`src/hdl/satm_pkg.sv`:
```
// Shared widths, types and helpers for the six-arm thrust mixer.
package satm_pkg;

  localparam int IN_W      = 24;
  localparam int FRAC_BITS = 8;
  localparam int PWM_W     = 16;
  localparam int COEF_W    = 15;
  localparam int COEF_FRAC = 14;
  localparam int MIN_W     = 16;
  localparam int CFG_W     = 16;
  localparam int CFG_IDX_W = 2;

  // signed product, three-term torque sum, arm sum, magnitude, whole counts
  localparam int PROD_W = IN_W + COEF_W + 1;
  localparam int TQ_W   = PROD_W + 2;
  localparam int ARM_W  = TQ_W + 1;
  localparam int MAG_W  = ARM_W - 1;
  localparam int CNT_W  = MAG_W - FRAC_BITS - COEF_FRAC;
  localparam int SUM_W  = ((CNT_W > MIN_W) ? CNT_W : MIN_W) + 1;

  localparam logic [MIN_W-1:0]  IDLE_CNT_RST   = MIN_W'(4000);
  localparam logic [COEF_W-1:0] COEF_SMALL_RST = COEF_W'(156);
  localparam logic [COEF_W-1:0] COEF_MID_RST   = COEF_W'(1642);
  localparam logic [COEF_W-1:0] COEF_LARGE_RST = COEF_W'(17231);

  typedef enum logic [CFG_IDX_W-1:0] {
    REG_IDLE_CNT   = 2'd0,
    REG_COEF_SMALL = 2'd1,
    REG_COEF_MID   = 2'd2,
    REG_COEF_LARGE = 2'd3
  } satm_reg_t;

  // per-stage load enables, stage 5 first (most significant), stage 1 last
  typedef struct packed {
    logic ld5;
    logic ld4;
    logic ld3;
    logic ld2;
    logic ld1;
  } satm_adv_t;

  function automatic logic [PWM_W-1:0] sat_pwm(input logic [SUM_W-1:0] v);
    logic [SUM_W-1:0] hi;
    hi = v >> PWM_W;
    if (hi != '0) begin
      sat_pwm = '1;
    end else begin
      sat_pwm = PWM_W'(v);
    end
  endfunction

endpackage

```
`src/hdl/satm_pair.sv`:
```
// Five-stage datapath for one mirrored arm pair: products, torque sum, arm sums, magnitudes, drive.
module satm_pair
  import satm_pkg::*;
(
  input  logic                   clk,
  input  satm_adv_t              adv,
  input  logic [COEF_W-1:0]      coef_tx,
  input  logic [COEF_W-1:0]      coef_ty,
  input  logic [COEF_W-1:0]      coef_tz,
  input  logic [2:0]             neg,      // subtract term: bit 0 tx, bit 1 ty, bit 2 tz
  input  logic [MIN_W-1:0]       idle_cnt,
  input  logic signed [IN_W-1:0] axis_force,
  input  logic signed [IN_W-1:0] tx,
  input  logic signed [IN_W-1:0] ty,
  input  logic signed [IN_W-1:0] tz,
  input  logic                   run,
  output logic [PWM_W-1:0]       pos_up,
  output logic [PWM_W-1:0]       pos_down,
  output logic [PWM_W-1:0]       neg_up,
  output logic [PWM_W-1:0]       neg_down
);

  localparam int SHIFT = FRAC_BITS + COEF_FRAC;

  // stage 1
  logic signed [PROD_W-1:0] px_r, py_r, pz_r;
  logic signed [IN_W-1:0]   f1_r;
  logic                     run1_r;
  // stage 2
  logic signed [TQ_W-1:0]   tq_r, tq_nxt;
  logic signed [IN_W-1:0]   f2_r;
  logic                     run2_r;
  // stage 3
  logic signed [ARM_W-1:0]  armp_r, armn_r, fs;
  logic                     run3_r;
  // stage 4
  logic                     sgnp_r, sgnn_r;
  logic [CNT_W-1:0]         cntp_r, cntn_r, cntp_nxt, cntn_nxt;
  logic                     run4_r;
  // stage 5
  logic [PWM_W-1:0]         pos_up_r, pos_down_r, neg_up_r, neg_down_r;
  logic [PWM_W-1:0]         act_p, act_n, idle;

  always_ff @(posedge clk) begin
    if (adv.ld1) begin
      px_r   <= $signed({1'b0, coef_tx}) * tx;
      py_r   <= $signed({1'b0, coef_ty}) * ty;
      pz_r   <= $signed({1'b0, coef_tz}) * tz;
      f1_r   <= axis_force;
      run1_r <= run;
    end
  end

  always_comb begin
    tq_nxt = '0;
    tq_nxt = neg[0] ? tq_nxt - TQ_W'(px_r) : tq_nxt + TQ_W'(px_r);
    tq_nxt = neg[1] ? tq_nxt - TQ_W'(py_r) : tq_nxt + TQ_W'(py_r);
    tq_nxt = neg[2] ? tq_nxt - TQ_W'(pz_r) : tq_nxt + TQ_W'(pz_r);
  end

  always_ff @(posedge clk) begin
    if (adv.ld2) begin
      tq_r   <= tq_nxt;
      f2_r   <= f1_r;
      run2_r <= run1_r;
    end
  end

  assign fs = ARM_W'(f2_r) <<< COEF_FRAC;

  always_ff @(posedge clk) begin
    if (adv.ld3) begin
      armp_r <= fs + ARM_W'(tq_r);
      armn_r <= fs - ARM_W'(tq_r);
      run3_r <= run2_r;
    end
  end

  // magnitude truncated toward zero to whole counts
  always_comb begin
    logic [MAG_W-1:0] magp, magn;
    magp     = armp_r[ARM_W-1] ? MAG_W'(-armp_r) : MAG_W'(armp_r);
    magn     = armn_r[ARM_W-1] ? MAG_W'(-armn_r) : MAG_W'(armn_r);
    cntp_nxt = CNT_W'(magp >> SHIFT);
    cntn_nxt = CNT_W'(magn >> SHIFT);
  end

  always_ff @(posedge clk) begin
    if (adv.ld4) begin
      sgnp_r <= armp_r[ARM_W-1];
      sgnn_r <= armn_r[ARM_W-1];
      cntp_r <= cntp_nxt;
      cntn_r <= cntn_nxt;
      run4_r <= run3_r;
    end
  end

  assign idle  = sat_pwm(SUM_W'(idle_cnt));
  assign act_p = sat_pwm(SUM_W'(cntp_r) + SUM_W'(idle_cnt));
  assign act_n = sat_pwm(SUM_W'(cntn_r) + SUM_W'(idle_cnt));

  always_ff @(posedge clk) begin
    if (adv.ld5) begin
      if (!run4_r) begin
        pos_up_r   <= '0;
        pos_down_r <= '0;
        neg_up_r   <= '0;
        neg_down_r <= '0;
      end else begin
        pos_up_r   <= sgnp_r ? idle  : act_p;
        pos_down_r <= sgnp_r ? act_p : idle;
        neg_up_r   <= sgnn_r ? idle  : act_n;
        neg_down_r <= sgnn_r ? act_n : idle;
      end
    end
  end

  assign pos_up   = pos_up_r;
  assign pos_down = pos_down_r;
  assign neg_up   = neg_up_r;
  assign neg_down = neg_down_r;

endmodule

```
`config.mk`:
```
export PLATFORM = sky130hd
export DESIGN_NAME = satm_pair
export DESIGN_NICKNAME = d
export VERILOG_FILES = /design/src/hdl/satm_pkg.sv /design/src/hdl/satm_pair.sv
export SDC_FILE = /design/constraint.sdc
export NUM_CORES = 2
export LEC_CHECK = 0
export ABC_AREA = 1
export CORE_MARGIN = 2
export CORE_UTILIZATION = 61
export DETAILED_ROUTE_END_ITERATION = 7
export DONT_BUFFER_PORTS = 1
export GPL_ROUTABILITY_DRIVEN = 0
export GPL_TIMING_DRIVEN = 0
export PLACE_DENSITY = 0.76
export SYNTH_ARGS = -nofsm -noshare
export SYNTH_HDL_FRONTEND = slang
export SYNTH_SLANG_ARGS = --single-unit
```
`constraint.sdc`:
```
create_clock -name clk -period 6.35 [get_ports clk]
set_clock_uncertainty 0.15 [all_clocks]
set_input_delay 0.635 -clock clk [delete_from_list [all_inputs] [get_ports clk]]
set_output_delay 0.635 -clock clk [all_outputs]
set_load 0.02 [all_outputs]
```
-- After elaboration in Yosys (flattened, before gate mapping)
Index checks and enable logic that the tools add are counted.
- register bits: 406
- input bits: 167
- output and inout bits: 64
- logic and storage cells: 47
- add/subtract/negate cells: 11
- multiply operators: 3
- muxes and demuxes: 11
- reduce and logical (&&, ||, !) cells: 2
- operators with widths (kind ; number):
    2-to-1 mux 42 bit ; 5
    multiplier 16 x 24 -> 40 bit ; 3
    2-to-1 mux 16 bit ; 6
    adder 42 x 40 -> 42 bit ; 2
    negation 42 bit ; 2
    subtractor 42 x 40 -> 42 bit ; 2
    adder 38 x 42 -> 43 bit ; 1
    subtractor 38 x 42 -> 43 bit ; 1
    adder 20 x 16 -> 21 bit ; 2
    nonzero test 21 bit ; 2
    subtractor 1 x 40 -> 41 bit (first input constant) ; 1

-- Logic depth before layout (Yosys ltp)
- word-level depth: 6
- mapped depth: 35
- depth with buffers taken out: 35

-- Least setup slack after synthesis
OpenSTA, ideal clock, no wires.
- path kind: in2reg
- from: input ty[23]
- to: register py_r[38] (data pin)
- library setup time: 258 ps
- arrival time: 5690 ps
- required time: 5942 ps
- setup slack: 252 ps
- stages on the path: 21
- path buffers: 1
- cell sequence: clkbuf_1 > nand2_1 > inv_1 > fa_1 > fa_1 > fa_1 > fa_1 > fa_1 > inv_1 > fa_1 > inv_1 > ha_1 > nand2_1 > nor2_1 > inv_1 > nor4_1 > nand3_1 > nand3_1 > nand2_1 > nand2_1 > xor2_1
- longest elaborated chain between the ends: 1
- RTL lines (item ; line ; source):
    start: declaration ; satm_pair.sv:14 ; input logic signed [IN_W-1:0] ty,
    multiplier 16 x 24 -> 40 bit ; satm_pair.sv:47 ; py_r <= $signed({1'b0, coef_ty}) * ty;
    end signal: assignment ; satm_pair.sv:47 ;
    end: declaration ; satm_pair.sv:26 ; logic signed [PROD_W-1:0] px_r, py_r, pz_r;
Every way passes these cells.
A chain may end at the register's enable or synchronous reset.

-- Worst setup path after layout
- from: input tx[19]
- to: register px_r[36] (data pin)
- longest elaborated chain between the ends: 1
- RTL lines (item ; line ; source):
    start: declaration ; satm_pair.sv:13 ; input logic signed [IN_W-1:0] tx,
    multiplier 16 x 24 -> 40 bit ; satm_pair.sv:46 ; px_r <= $signed({1'b0, coef_tx}) * tx;
    end signal: assignment ; satm_pair.sv:46 ;
    end: declaration ; satm_pair.sv:26 ;
Every way passes these cells.

==> impl_metrics.json <==
{
  "outcome": "complete, but fails checks",
  "violations": "design-rule violations",
  "drtAntennaViolNets": 0,
  "grt_pass1_wl_um": 314000,
  "synth_ff_type": "edfxtp_1",
  "nets": 10600,
  "grt_pass1_vias": 60200,
  "synthAdderAreaFrac_pct": 38.5,
  "synth_commonest_cells": "2270 x inv_1, 1983 x nand2_1, 1055 x fa_1",
  "grt-ovfl-total": 0,
  "yosysTopAreaCell": "fa_1",
  "end_kind": "flip-flop",
  "synth_cells": 8847,
  "worst_pin_slew_ns": 1.12,
  "dp_hpwl_um": 164000,
  "relSlewSlack_pct": 25.4,
  "min_period_over_period_pct": 97.0,
  "drive_above_1_share_pct": 3.15,
  "setup_ws_ns": 0.189,
  "hp-class": "input port to flip-flop",
  "crit_path_frequent_cell": "fa_1",
  "row_count": 124,
  "synth_compound_area_share_pct": 7.22,
  "cap_violations": 0,
  "cts-root-buf": "clkbuf_16",
  "synth_seq_cells": 405,
  "cp_slowest_cell": "fa_1",
  "cp-start-kind": "input port",
  "crit_family": "adder cells",
  "crit_chain": "clkbuf_1 > nand2_1 > fa_1 > fa_1 > fa_1 > inv_1 > fa_1 > fa_1 > inv_1 > fa_1 > inv_1 > ha_1 > nand2_1 > nand2_1 > a31oi_1 > nor2_1 > nor2_1 > nor2_1 > nor2_1 > nand3_1 > xor2_1",
  "drt_iter0_markers": 6375,
  "arrival_ns": 6.34,
  "cts_tree": "done",
  "final-hold-violation-count": 0,
  "multi_input_area_um2": 48500,
  "grt_max_degree": 146,
  "yosys.area_share.simple_pct": 18.1,
  "critical_path.max_stage_delay_ns": 0.56,
  "clk_pin_slew_ns": 0.06,
  "setup_viol": 0,
  "ys_seq_area_share_pct": 17.4,
  "synth.cell_area_um2": 70100,
  "pre_cts_ws_ns": -0.807,
  "avgSynthCellArea_um2": 7.92,
  "synth-edff-count": 405,
  "wl_um": 197000,
  "core-area_um2": 114000,
  "cts_max_path_buffers": 3,
  "syn-num-nets": 10500,
  "ys_warn_count": 0,
  "seq_area_um2": 12200,
  "max_freq_mhz": 162,
  "grt_antenna_before_repair": 6,
  "syn_to_final_growth_pct": 5.50,
  "synthArstFlopShare_pct": 0,
  "clkLatencyLatePin_ns": 0.62,
  "synth_top_family_by_area": "adder cells",
  "firstDrtPassIters": 8,
  "vias": 59300,
  "yosysMostFrequentCell": "inv_1",
  "synthMuxAreaShare_pct": 0,
  "critPathKind": "input port to flip-flop",
  "synth.top_cell.area_share_pct": 30.1,
  "ys_types": 60,
  "cts_max_level": 2,
  "die_area_um2": 118000,
  "wl_per_cell_um": 18.8,
  "numCtsBuffers": 44,
  "ios": 231,
  "finalMaxSlewViolations": 0,
  "fill_cells": 9799,
  "drc": 12,
  "routed_via_density": 5.66,
  "initial_core_util_pct": 61.4,
  "grt_usage_pct": 33.9,
  "required_ns": 6.53,
  "die_x_um": 343,
  "synth-xor-area-share_pct": 5.23,
  "port_buffers": 0,
  "path_buf_inv": 4,
  "synthTopCellsByArea": "fa_1 30%, edfxtp_1 17%, inv_1 12%",
  "crit_fanout": 10,
  "clock-sinks": 405,
  "period_needed_ns": 6.16,
  "die_h_um": 343
}
==> registers in the layout, indices dropped and copies added (netlist names), 20 cells and up <==
name,cells
armp_r,43
armn_r,42
tq_r,42
px_r,40
py_r,40
pz_r,40
f1_r,24
f2_r,24
cntn_r,20
cntp_r,20
==> cells by family after synthesis <==
family	after synthesis
compound gates	887
xor+xnor	417
fa+ha+maj	1523
buf+inv	2503
flops	405
simple gates	3112
==> final cells by class <==
cell class	instances	area share (%)
Multi-Input combinational cell	5939	65.6
Antenna cell	1	0.00339
Sequential cell	405	16.5
Inverter	2279	11.6
Timing Repair Buffer	39	0.589
Clock buffer	52	1.53
Buffer	224	1.41
Tap cell	1512	2.56
Clock inverter	26	0.325
==> what timing repair did <==
action	4_1_cts	5_1_grt
endpoints found under the setup margin	6	28
endpoints found under the hold margin	172	0
hold buffers	38	0
pin swaps	0	2
gates resized for setup	8	149
setup buffers	0	1
==> path summary, 6_finish.rpt <==
check	startpoint	to	slack (ns)	depth (start not counted)
max	tx[19]	px_r[36]$_DFFE_PP_	0.19	21
min	adv[0]	f1_r[5]$_DFFE_PP_	0.04	0
max reg2reg	py_r[0]$_DFFE_PP_	tq_r[36]$_DFFE_PP_	0.22	23
min reg2reg	f1_r[15]$_DFFE_PP_	f2_r[15]$_DFFE_PP_	0.25	0
==> worst reg2reg max path, stage by stage (launching register included) <==
cell and delay, ns:
edfxtp_1 0.51, inv_1 0.08, ha_1 0.28, o21ai_0 0.56, inv_1 0.16, fa_1 0.47
inv_1 0.13, nand3_1 0.08, nand2_1 0.21, a21boi_2 0.15, o21ai_2 0.30, a21boi_1 0.22
o21ai_1 0.37, nand2_1 0.12, nand3_1 0.09, nand2_1 0.07, ha_1 0.43, nand2_1 0.14
nor2_1 0.17, inv_1 0.11, nor4_1 0.42, nand4_1 0.22, nand3_1 0.18, xor2_1 0.29
==> layer usage <==
layer  part of all wire, %  track usage (%)  vias to the layer above
li1                      -                -                    26900
met1                    38             44.2                    28300
met2                    46             54.9                     3378
met3                    11             6.67                      722
met4                   5.6             16.0                       12
met5                 0.037                0                        -
==> metrics by stage <==
| step | utilization (%) | TNS (ns) | hold WS [ns] | cell area [µm²] | cells |
|---|---|---|---|---|---|
| 4_1_cts | 64.6 | 0 | 0.0123 | 73800 | 10500 |
| 5_1_grt | 64.7 | -0.0334 | 0.00293 | 73900 | 10500 |
| 2_1_floorplan | - | 0 | 0.250 | 70100 | 8847 |
| 6_report | 64.7 | 0 | 0.0355 | 73900 | 10500 |
| 3_5_place_dp | 63.0 | -17.91 | 0.257 | 71900 | 10400 |
| 3_3_place_gp | 63.0 | -14.90 | 0.253 | 71900 | 10400 |
==> cells in the final DEF, fill, tap and decap left out, drive strengths merged, types with 9 or more instances in the layout <==
master and count:
nor2 657, clkbuf 242, clkinv 21, inv 2279
ha 468, dlygate4sd3 34, a21oi 365, a21boi 23
o221ai 12, o31ai 12, xnor2 115, nand3b 13
xor2 302, o21bai 28, nor3 56, edfxtp 405
nor4 37, o211ai 15, a31oi 71, nand2 2002
fa 1055, nand4 95, or2 9, buf 39
o21a 22, nand3 239, a21o 41, o21ai 285
Power is not shown: default switching activity piles up to over one toggle a cycle in this logic, so the estimate is an artifact.
